[src/hdl/lss_pkg.sv]
`timescale 1ns / 1ps
// ----------------------------------------------------------------------------
// lss_pkg
// Shared types and constants for the LIFO stack with linear search.
// ----------------------------------------------------------------------------
package lss_pkg;

  // Default sizes
  localparam int DEPTH_DEF     = 64;
  localparam int WORD_BITS_DEF = 32;

  // Fixed port field widths
  localparam int OP_W        = 2;
  localparam int VALUE_W     = 32;
  localparam int STATUS_W    = 2;
  localparam int POS_W       = 6;
  localparam int WORD_W      = 32;
  localparam int DEPTH_NOW_W = 7;

  typedef enum logic [OP_W-1:0] {
    OP_PUSH        = 2'd0,
    OP_POP         = 2'd1,
    OP_FIND_TOP    = 2'd2,
    OP_FIND_BOTTOM = 2'd3
  } op_t;

  typedef enum logic [STATUS_W-1:0] {
    ST_OK   = 2'd0,
    ST_FULL = 2'd1,
    ST_MISS = 2'd2
  } status_t;

  typedef enum logic [1:0] {
    S_IDLE,
    S_SEARCH,
    S_REPLY
  } state_t;

  // Cell move: hold, shift toward the bottom (push), shift toward the top
  // (pop and search rotation)
  typedef enum logic [1:0] {
    SH_HOLD,
    SH_DOWN,
    SH_UP
  } shift_t;

endpackage

[src/hdl/lss_cell.sv]
`timescale 1ns / 1ps
// ----------------------------------------------------------------------------
// lss_cell
// One stack slot: holds a word, loads from either neighbor on a shift.
// ----------------------------------------------------------------------------
module lss_cell import lss_pkg::*; #(
  parameter int WORD_BITS = WORD_BITS_DEF
) (
  input  logic                 clk,
  input  shift_t               shift,
  input  logic [WORD_BITS-1:0] down_in,
  input  logic [WORD_BITS-1:0] up_in,
  output logic [WORD_BITS-1:0] data
);

  always_ff @(posedge clk) begin
    case (shift)
      SH_DOWN: data <= down_in;
      SH_UP:   data <= up_in;
      default: data <= data;
    endcase
  end

endmodule

[src/hdl/lss_ctrl.sv]
`timescale 1ns / 1ps
// ----------------------------------------------------------------------------
// lss_ctrl
// Sequencer: fill count, search walk over the rotating cell chain,
// comparator at the top cell, and the result register.
// ----------------------------------------------------------------------------
module lss_ctrl import lss_pkg::*; #(
  parameter int DEPTH     = DEPTH_DEF,
  parameter int WORD_BITS = WORD_BITS_DEF
) (
  input  logic                   clk,
  input  logic                   rst,
  input  logic                   in_valid,
  output logic                   in_stall,
  input  logic [OP_W-1:0]        op,
  input  logic [VALUE_W-1:0]     value,
  output logic                   out_valid,
  input  logic                   out_stall,
  output logic [STATUS_W-1:0]    status,
  output logic [POS_W-1:0]       position,
  output logic [WORD_W-1:0]      word,
  output logic [DEPTH_NOW_W-1:0] depth_now,
  input  logic [WORD_BITS-1:0]   tap,
  output shift_t                 shift,
  output logic [WORD_BITS-1:0]   push_word
);

  localparam int AW = $clog2(DEPTH);
  localparam int FW = $clog2(DEPTH + 1);

  state_t                state, state_next;
  logic [FW-1:0]         fill, fill_next;
  logic [AW-1:0]         k;
  logic                  found;
  logic                  from_bottom;
  logic [WORD_BITS-1:0]  key;
  logic [AW-1:0]         match_pos;
  logic [WORD_BITS-1:0]  match_word;

  logic                  accept;
  logic                  out_free;
  logic                  hit;
  logic                  load_out;
  status_t               res_status;
  logic [AW-1:0]         res_pos;
  logic [WORD_BITS-1:0]  res_word;
  logic                  is_full;
  logic                  is_empty;
  logic                  last_step;

  assign push_word = WORD_BITS'(value);
  assign out_free  = !out_valid || !out_stall;
  assign in_stall  = (state != S_IDLE) || !out_free;
  assign accept    = in_valid && !in_stall;
  assign is_full   = (fill == FW'(DEPTH));
  assign is_empty  = (fill == '0);
  assign last_step = (k == AW'(DEPTH - 1));
  assign hit       = (tap == key) && (FW'(k) < fill);

  always_comb begin
    state_next = state;
    fill_next  = fill;
    shift      = SH_HOLD;
    load_out   = 1'b0;
    res_status = ST_OK;
    res_pos    = '0;
    res_word   = '0;
    case (state)
      S_IDLE: begin
        if (accept) begin
          case (op_t'(op))
            OP_PUSH: begin
              load_out = 1'b1;
              if (is_full) begin
                res_status = ST_FULL;
              end else begin
                shift     = SH_DOWN;
                res_pos   = AW'(fill);
                res_word  = push_word;
                fill_next = FW'(fill + FW'(1));
              end
            end
            OP_POP: begin
              load_out = 1'b1;
              if (is_empty) begin
                res_status = ST_MISS;
              end else begin
                shift     = SH_UP;
                res_pos   = AW'(fill - FW'(1));
                res_word  = tap;
                fill_next = FW'(fill - FW'(1));
              end
            end
            default: state_next = S_SEARCH;
          endcase
        end
      end
      S_SEARCH: begin
        // rotate the whole chain once around so it ends where it started
        shift = SH_UP;
        if (last_step) begin
          state_next = S_REPLY;
        end
      end
      S_REPLY: begin
        if (out_free) begin
          load_out   = 1'b1;
          state_next = S_IDLE;
          if (found) begin
            res_pos  = match_pos;
            res_word = match_word;
          end else begin
            res_status = ST_MISS;
          end
        end
      end
      default: state_next = S_IDLE;
    endcase
  end

  always_ff @(posedge clk) begin
    if (rst) begin
      state     <= S_IDLE;
      fill      <= '0;
      out_valid <= 1'b0;
      k         <= '0;
      found     <= 1'b0;
    end else begin
      state <= state_next;
      fill  <= fill_next;
      if (load_out) begin
        out_valid <= 1'b1;
      end else if (out_valid && !out_stall) begin
        out_valid <= 1'b0;
      end
      if (state == S_IDLE && accept) begin
        k     <= '0;
        found <= 1'b0;
      end else if (state == S_SEARCH) begin
        k <= AW'(k + AW'(1));
        if (hit && (from_bottom || !found)) begin
          found <= 1'b1;
        end
      end
    end
  end

  // Search payload
  always_ff @(posedge clk) begin
    if (state == S_IDLE && accept) begin
      key         <= push_word;
      from_bottom <= (op_t'(op) == OP_FIND_BOTTOM);
    end
    // top entry arrives first; find from bottom keeps the last hit
    if (state == S_SEARCH && hit && (from_bottom || !found)) begin
      match_pos  <= AW'(fill - FW'(1) - FW'(k));
      match_word <= tap;
    end
  end

  // Result payload
  always_ff @(posedge clk) begin
    if (load_out) begin
      status    <= res_status;
      position  <= POS_W'(res_pos);
      word      <= WORD_W'(res_word);
      depth_now <= DEPTH_NOW_W'(fill_next);
    end
  end

`ifndef SYNTHESIS
  a_fill_range: assert property (@(posedge clk) disable iff (rst)
    fill <= FW'(DEPTH))
    else $error("fill count above depth");

  a_search_rotates: assert property (@(posedge clk) disable iff (rst)
    state == S_SEARCH |-> shift == SH_UP)
    else $error("chain not rotating during search");

  a_search_length: assert property (@(posedge clk) disable iff (rst)
    state == S_SEARCH && last_step |=> state == S_REPLY)
    else $error("search did not end after a full rotation");

  a_full_push_holds: assert property (@(posedge clk) disable iff (rst)
    state == S_IDLE && accept && op_t'(op) == OP_PUSH && is_full |=> fill == $past(fill))
    else $error("rejected push changed fill count");

  a_miss_clean: assert property (@(posedge clk) disable iff (rst)
    out_valid && status == ST_MISS |-> position == '0 && word == '0)
    else $error("miss result carries nonzero position or word");
`endif

endmodule

[src/hdl/lifo_stack_with_search.sv]
`timescale 1ns / 1ps
// ----------------------------------------------------------------------------
// lifo_stack_with_search
// Fixed-depth LIFO stack of words built as a chain of shift cells, with
// find from top and find from bottom through one comparator.
// ----------------------------------------------------------------------------
//
//   Channel | Handshake            | Beat fields
//   --------+----------------------+-----------------------------------
//   in      | in_valid / in_stall  | op, value
//   out     | out_valid / out_stall| status, position, word, depth_now
//
// Push and pop: the result beat is offered in the cycle after the input beat.
// Find: the chain rotates one full turn past the comparator at the top cell,
//   which also restores its order.
// A new input beat is taken only while no search runs and the result
//   register is free or being drained in the same cycle.
// Reset clears the fill count and control; cell contents are left as is.
// Stalling out holds the result; search work is never lost.
//
// Cell 0 is the top of the stack; push shifts every cell one place down,
// pop shifts every cell one place up, with cell DEPTH-1 loading cell 0.
// ----------------------------------------------------------------------------
module lifo_stack_with_search import lss_pkg::*; #(
  parameter int DEPTH     = DEPTH_DEF,
  parameter int WORD_BITS = WORD_BITS_DEF
) (
  input  logic                   clk,
  input  logic                   rst,
  input  logic                   in_valid,
  output logic                   in_stall,
  input  logic [OP_W-1:0]        op,
  input  logic [VALUE_W-1:0]     value,
  output logic                   out_valid,
  input  logic                   out_stall,
  output logic [STATUS_W-1:0]    status,
  output logic [POS_W-1:0]       position,
  output logic [WORD_W-1:0]      word,
  output logic [DEPTH_NOW_W-1:0] depth_now
);

  // Cell outputs; each entry feeds its fixed neighbor taps, and cell 0 also feeds the comparator
  logic [WORD_BITS-1:0] cell_data [DEPTH];
  logic [WORD_BITS-1:0] push_word;
  shift_t               shift;

  // Sequencer and result register
  lss_ctrl #(
    .DEPTH     (DEPTH),
    .WORD_BITS (WORD_BITS)
  ) u_ctrl (
    .clk       (clk),
    .rst       (rst),
    .in_valid  (in_valid),
    .in_stall  (in_stall),
    .op        (op),
    .value     (value),
    .out_valid (out_valid),
    .out_stall (out_stall),
    .status    (status),
    .position  (position),
    .word      (word),
    .depth_now (depth_now),
    .tap       (cell_data[0]),
    .shift     (shift),
    .push_word (push_word)
  );

  // Chain of cells: down feed from the cell above (new word at the top),
  // up feed from the cell below with wraparound for rotation
  for (genvar i = 0; i < DEPTH; i++) begin : g_cell
    localparam int UP = (i + 1) % DEPTH;
    logic [WORD_BITS-1:0] down_in;

    if (i == 0) begin : g_top
      assign down_in = push_word;
    end else begin : g_mid
      assign down_in = cell_data[i-1];
    end

    lss_cell #(
      .WORD_BITS (WORD_BITS)
    ) u_cell (
      .clk     (clk),
      .shift   (shift),
      .down_in (down_in),
      .up_in   (cell_data[UP]),
      .data    (cell_data[i])
    );
  end

endmodule
[config.mk]
export PLATFORM = sky130hd
export DESIGN_NAME = lifo_stack_with_search
export DESIGN_NICKNAME = d
export VERILOG_FILES = /design/src/hdl/lss_pkg.sv /design/src/hdl/lss_cell.sv /design/src/hdl/lss_ctrl.sv /design/src/hdl/lifo_stack_with_search.sv
export SDC_FILE = /design/constraint.sdc
export NUM_CORES = 2
export LEC_CHECK = 0
export BUFFER_PORTS_ARGS = -buffer_cell sky130_fd_sc_hd__buf_2
export CORE_AREA = 2 2 395 397
export CTS_CLUSTER_SIZE = 24
export DETAILED_ROUTE_END_ITERATION = 8
export DIE_AREA = 0 0 397 399
export PLACE_DENSITY = 0.82
export REMOVE_ABC_BUFFERS = 1
export SYNTH_ARGS = -nofsm -noshare
export SYNTH_HDL_FRONTEND = slang
export SYNTH_SLANG_ARGS = --single-unit
[constraint.sdc]
create_clock -name clk -period 55.7 [get_ports clk]
set_input_delay 8.355 -clock clk [delete_from_list [all_inputs] [get_ports clk]]
set_output_delay 8.355 -clock clk [all_outputs]
set_load 0.05 [all_outputs]
==> flow_metrics.py <==
metrics = {
    "placement": {
        "routabilityCongestion": 0.7724,
        "dp_hpwl_um": 80830,
        "placedCellCount": 6739,
        "port_buffers": 86,
        "place_area_mm2": 0.09409,
    },
    "worst_setup_path": {
        "r2r_cells": 12,
        "crit_fanout": 4,
        "path_class": "input pin to output pin",
        "cp.arrival_ns": 9.12,
        "cp_data_required_time_ns": 47.35,
        "endpoint_kind": "output pin",
        "critPathLaunchType": "input pin",
    },
    "status": {
        "outcome": "finished clean",
    },
    "global_routing": {
        "overflow": 0,
        "antenna_found_initial": 13,
        "grt_max_degree": 227,
        "grt_use_total": 0.1742,
        "grt_pass1_vias": 41730,
        "grt_pass1_wl_um": 223900,
    },
    "cells_and_area": {
        "stdcell_count": 7134,
        "seqCellArea_mm2": 0.06538,
        "drive_above_1_share": 0.4868,
        "final_area_mm2": 0.1007,
        "fillCellCount": 9846,
        "layout.nets": 4963,
        "syn_to_final_growth_pct": 9.614,
        "multi_input_area_mm2": 0.02520,
    },
    "die": {
        "initial_core_util": 0.5976,
        "core_area_mm2": 0.1537,
        "die-area_mm2": 0.1584,
        "rows": 144,
        "die_w_um": 397,
        "io_pins": 87,
        "die_y_um": 399,
    },
    "route": {
        "wl_per_cell_um": 19.60,
        "drt_iter0_drc": 3885,
        "firstDrtPassIters": 6,
        "via_count": 41170,
        "wl_um": 139800,
        "drc_errors": 0,
        "vias_per_cell": 5.771,
        "postRouteAntennaNets": 0,
    },
    "clock_tree": {
        "cts_sinks": 2183,
        "cts_tree": "done",
        "hold_buffers": 0,
        "cts_setup_buffers": 0,
        "ctsResizeCount": 0,
        "insertion_delay_ns": 0.83,
        "clockRootBuffer": "clkbuf_16",
        "cts_max_level": 4,
        "cts_made_buffers": 210,
        "path_clk_slew_ns": 0.06,
        "clockBufferDepth": 3,
    },
    "synthesis": {
        "netlist.top_cell.by_area": "edfxtp_1",
        "yosys-top-cells-count": "edfxtp_1, mux2_2, buf_2",
        "synth_area_leaders": "edfxtp_1, mux2_2, buf_2",
        "postSynthCellCount": 4815,
        "syn_area_mm2": 0.09184,
        "synth_top_area_frac": 0.7082,
        "avgSynthCellArea_um2": 19.07,
        "synth_edf_count": 2166,
        "yosysWarnings": 0,
        "ys_seq_area_frac": 0.7119,
        "yosysMostFrequentCell": "edfxtp_1",
        "ys.flop_type": "edfxtp_1",
        "ys_ff_latch": 2183,
        "yosysUniqueCellTypes": 58,
        "ys_async_sr_fraction": 0,
    },
    "sta": {
        "final.min_clock_period_ns": 17.48,
        "grt_setup_unrepaired": "false",
        "hold_violations": 0,
        "drv_slew": 0,
        "fmax_mhz": 57.22,
        "setup_viol": 0,
        "min_period_over_period": 0.3138,
        "skew_ns": 0.02285,
        "timing.slew.headroom": 0.2023,
        "worstMarginPinSlew_ns": 1.197,
        "finalSetupTns_ns": 0,
    },
    "min_path": {
        "hold_class": "flip-flop to flip-flop",
        "worstHoldPathCells": 2,
    },
    "pwr": {
        "p_total_mw": 4.106,
        "ir_worst_vdd_v": 0.00003361,
        "p_leak_nw": 32.32,
        "powerDensity_mw_per_mm2": 40.79,
    },
    "run": {
        "cap_violations": 0,
    },
}
==> per-stage QoR <==
stage               setup slack, ns  utilization  hold slack, ns
global route                  38.15       0.6550          0.5521
CTS                           38.22       0.6550          0.5324
global placement              38.19       0.6122          0.4840
floorplan                    -5.664            -          0.4714
finish                        38.22       0.6550          0.5259
detailed placement            38.22       0.6122          0.5177
==> worst max-delay path, cell delays in order <==
cell      delay (ns)
buf_2           0.12
a211oi_2        0.28
inv_1           0.13
buf_2           0.23
==> cell type report <==
type | instances | area share
Clock buffer | 269 | 0.05492
Clock inverter | 122 | 0.01029
Multi-Input combinational cell | 2359 | 0.2504
Antenna cell | 4 | 0.00009943
Sequential cell | 2183 | 0.6495
Inverter | 21 | 0.0008576
Tap cell | 2044 | 0.02540
Timing Repair Buffer | 132 | 0.008576
==> sequential cells by signal, indices dropped and copies added, names as in the netlist <==
signal and cells:
g_cell.u_cell.data 2048, u_ctrl.key 32, u_ctrl.match_word 32, u_ctrl.word 32, u_ctrl.depth_now 7, u_ctrl.fill 7
u_ctrl.k 6, u_ctrl.match_pos 6, u_ctrl.position 6, u_ctrl.state 2, u_ctrl.status 2, u_ctrl.found 1
u_ctrl.from_bottom 1, u_ctrl.out_valid 1
==> layer usage <==
layer / vias up / global-route usage / share of wire
li1: 19310 / - / -
met1: 20860 / 0.2537 / 0.46
met2: 779 / 0.2690 / 0.47
met3: 217 / 0.03396 / 0.057
met4: 2 / 0.05140 / 0.021
met5: - / 0 / 0.000057
==> placed cells by master, fill, tap and decap left out, drive strengths merged, types with 18 or more instances in the layout <==
cell type	synthesis	final
inv	21	28
a22oi	33	33
mux2	2048	2048
o21ai	44	44
nand2	51	51
edfxtp	2166	2166
clkinv	0	99
clkbuf	45	269
buf	207	132
xor2	30	30
nor2	18	18
==> where the power goes <==
part	switching, mW	total (mW)	leakage, nW	internal [mW]
sequential	0.102	2.24	20.3	2.14
combinational	0.251	0.509	8.81	0.258
clock	0.601	1.36	3.20	0.759
total	0.954	4.11	32.3	3.15
==> logic make-up after synthesis <==
group	share of synthesized area
AOI/OAI and AO/OA	0.008828
xor gates and xnor gates	0.004387
adders and majority gates	0.002534
buffers and inverters	0.01399
DFF	0.7119
muxes	0.2512
and+or+nand+nor	0.007112
==> final timing paths <==
path	startpoint	to	slack, ns
min reg2reg	u_ctrl.match_word[19]	u_ctrl.word[19]	0.53
max reg2reg	u_ctrl.fill[0]	g_cell[44].u_cell.data[18]	48.67
max	out_stall	in_stall	38.22
min	u_ctrl.match_word[19]	u_ctrl.word[19]	0.53
Note: power is estimated with default switching activity, not from simulation.
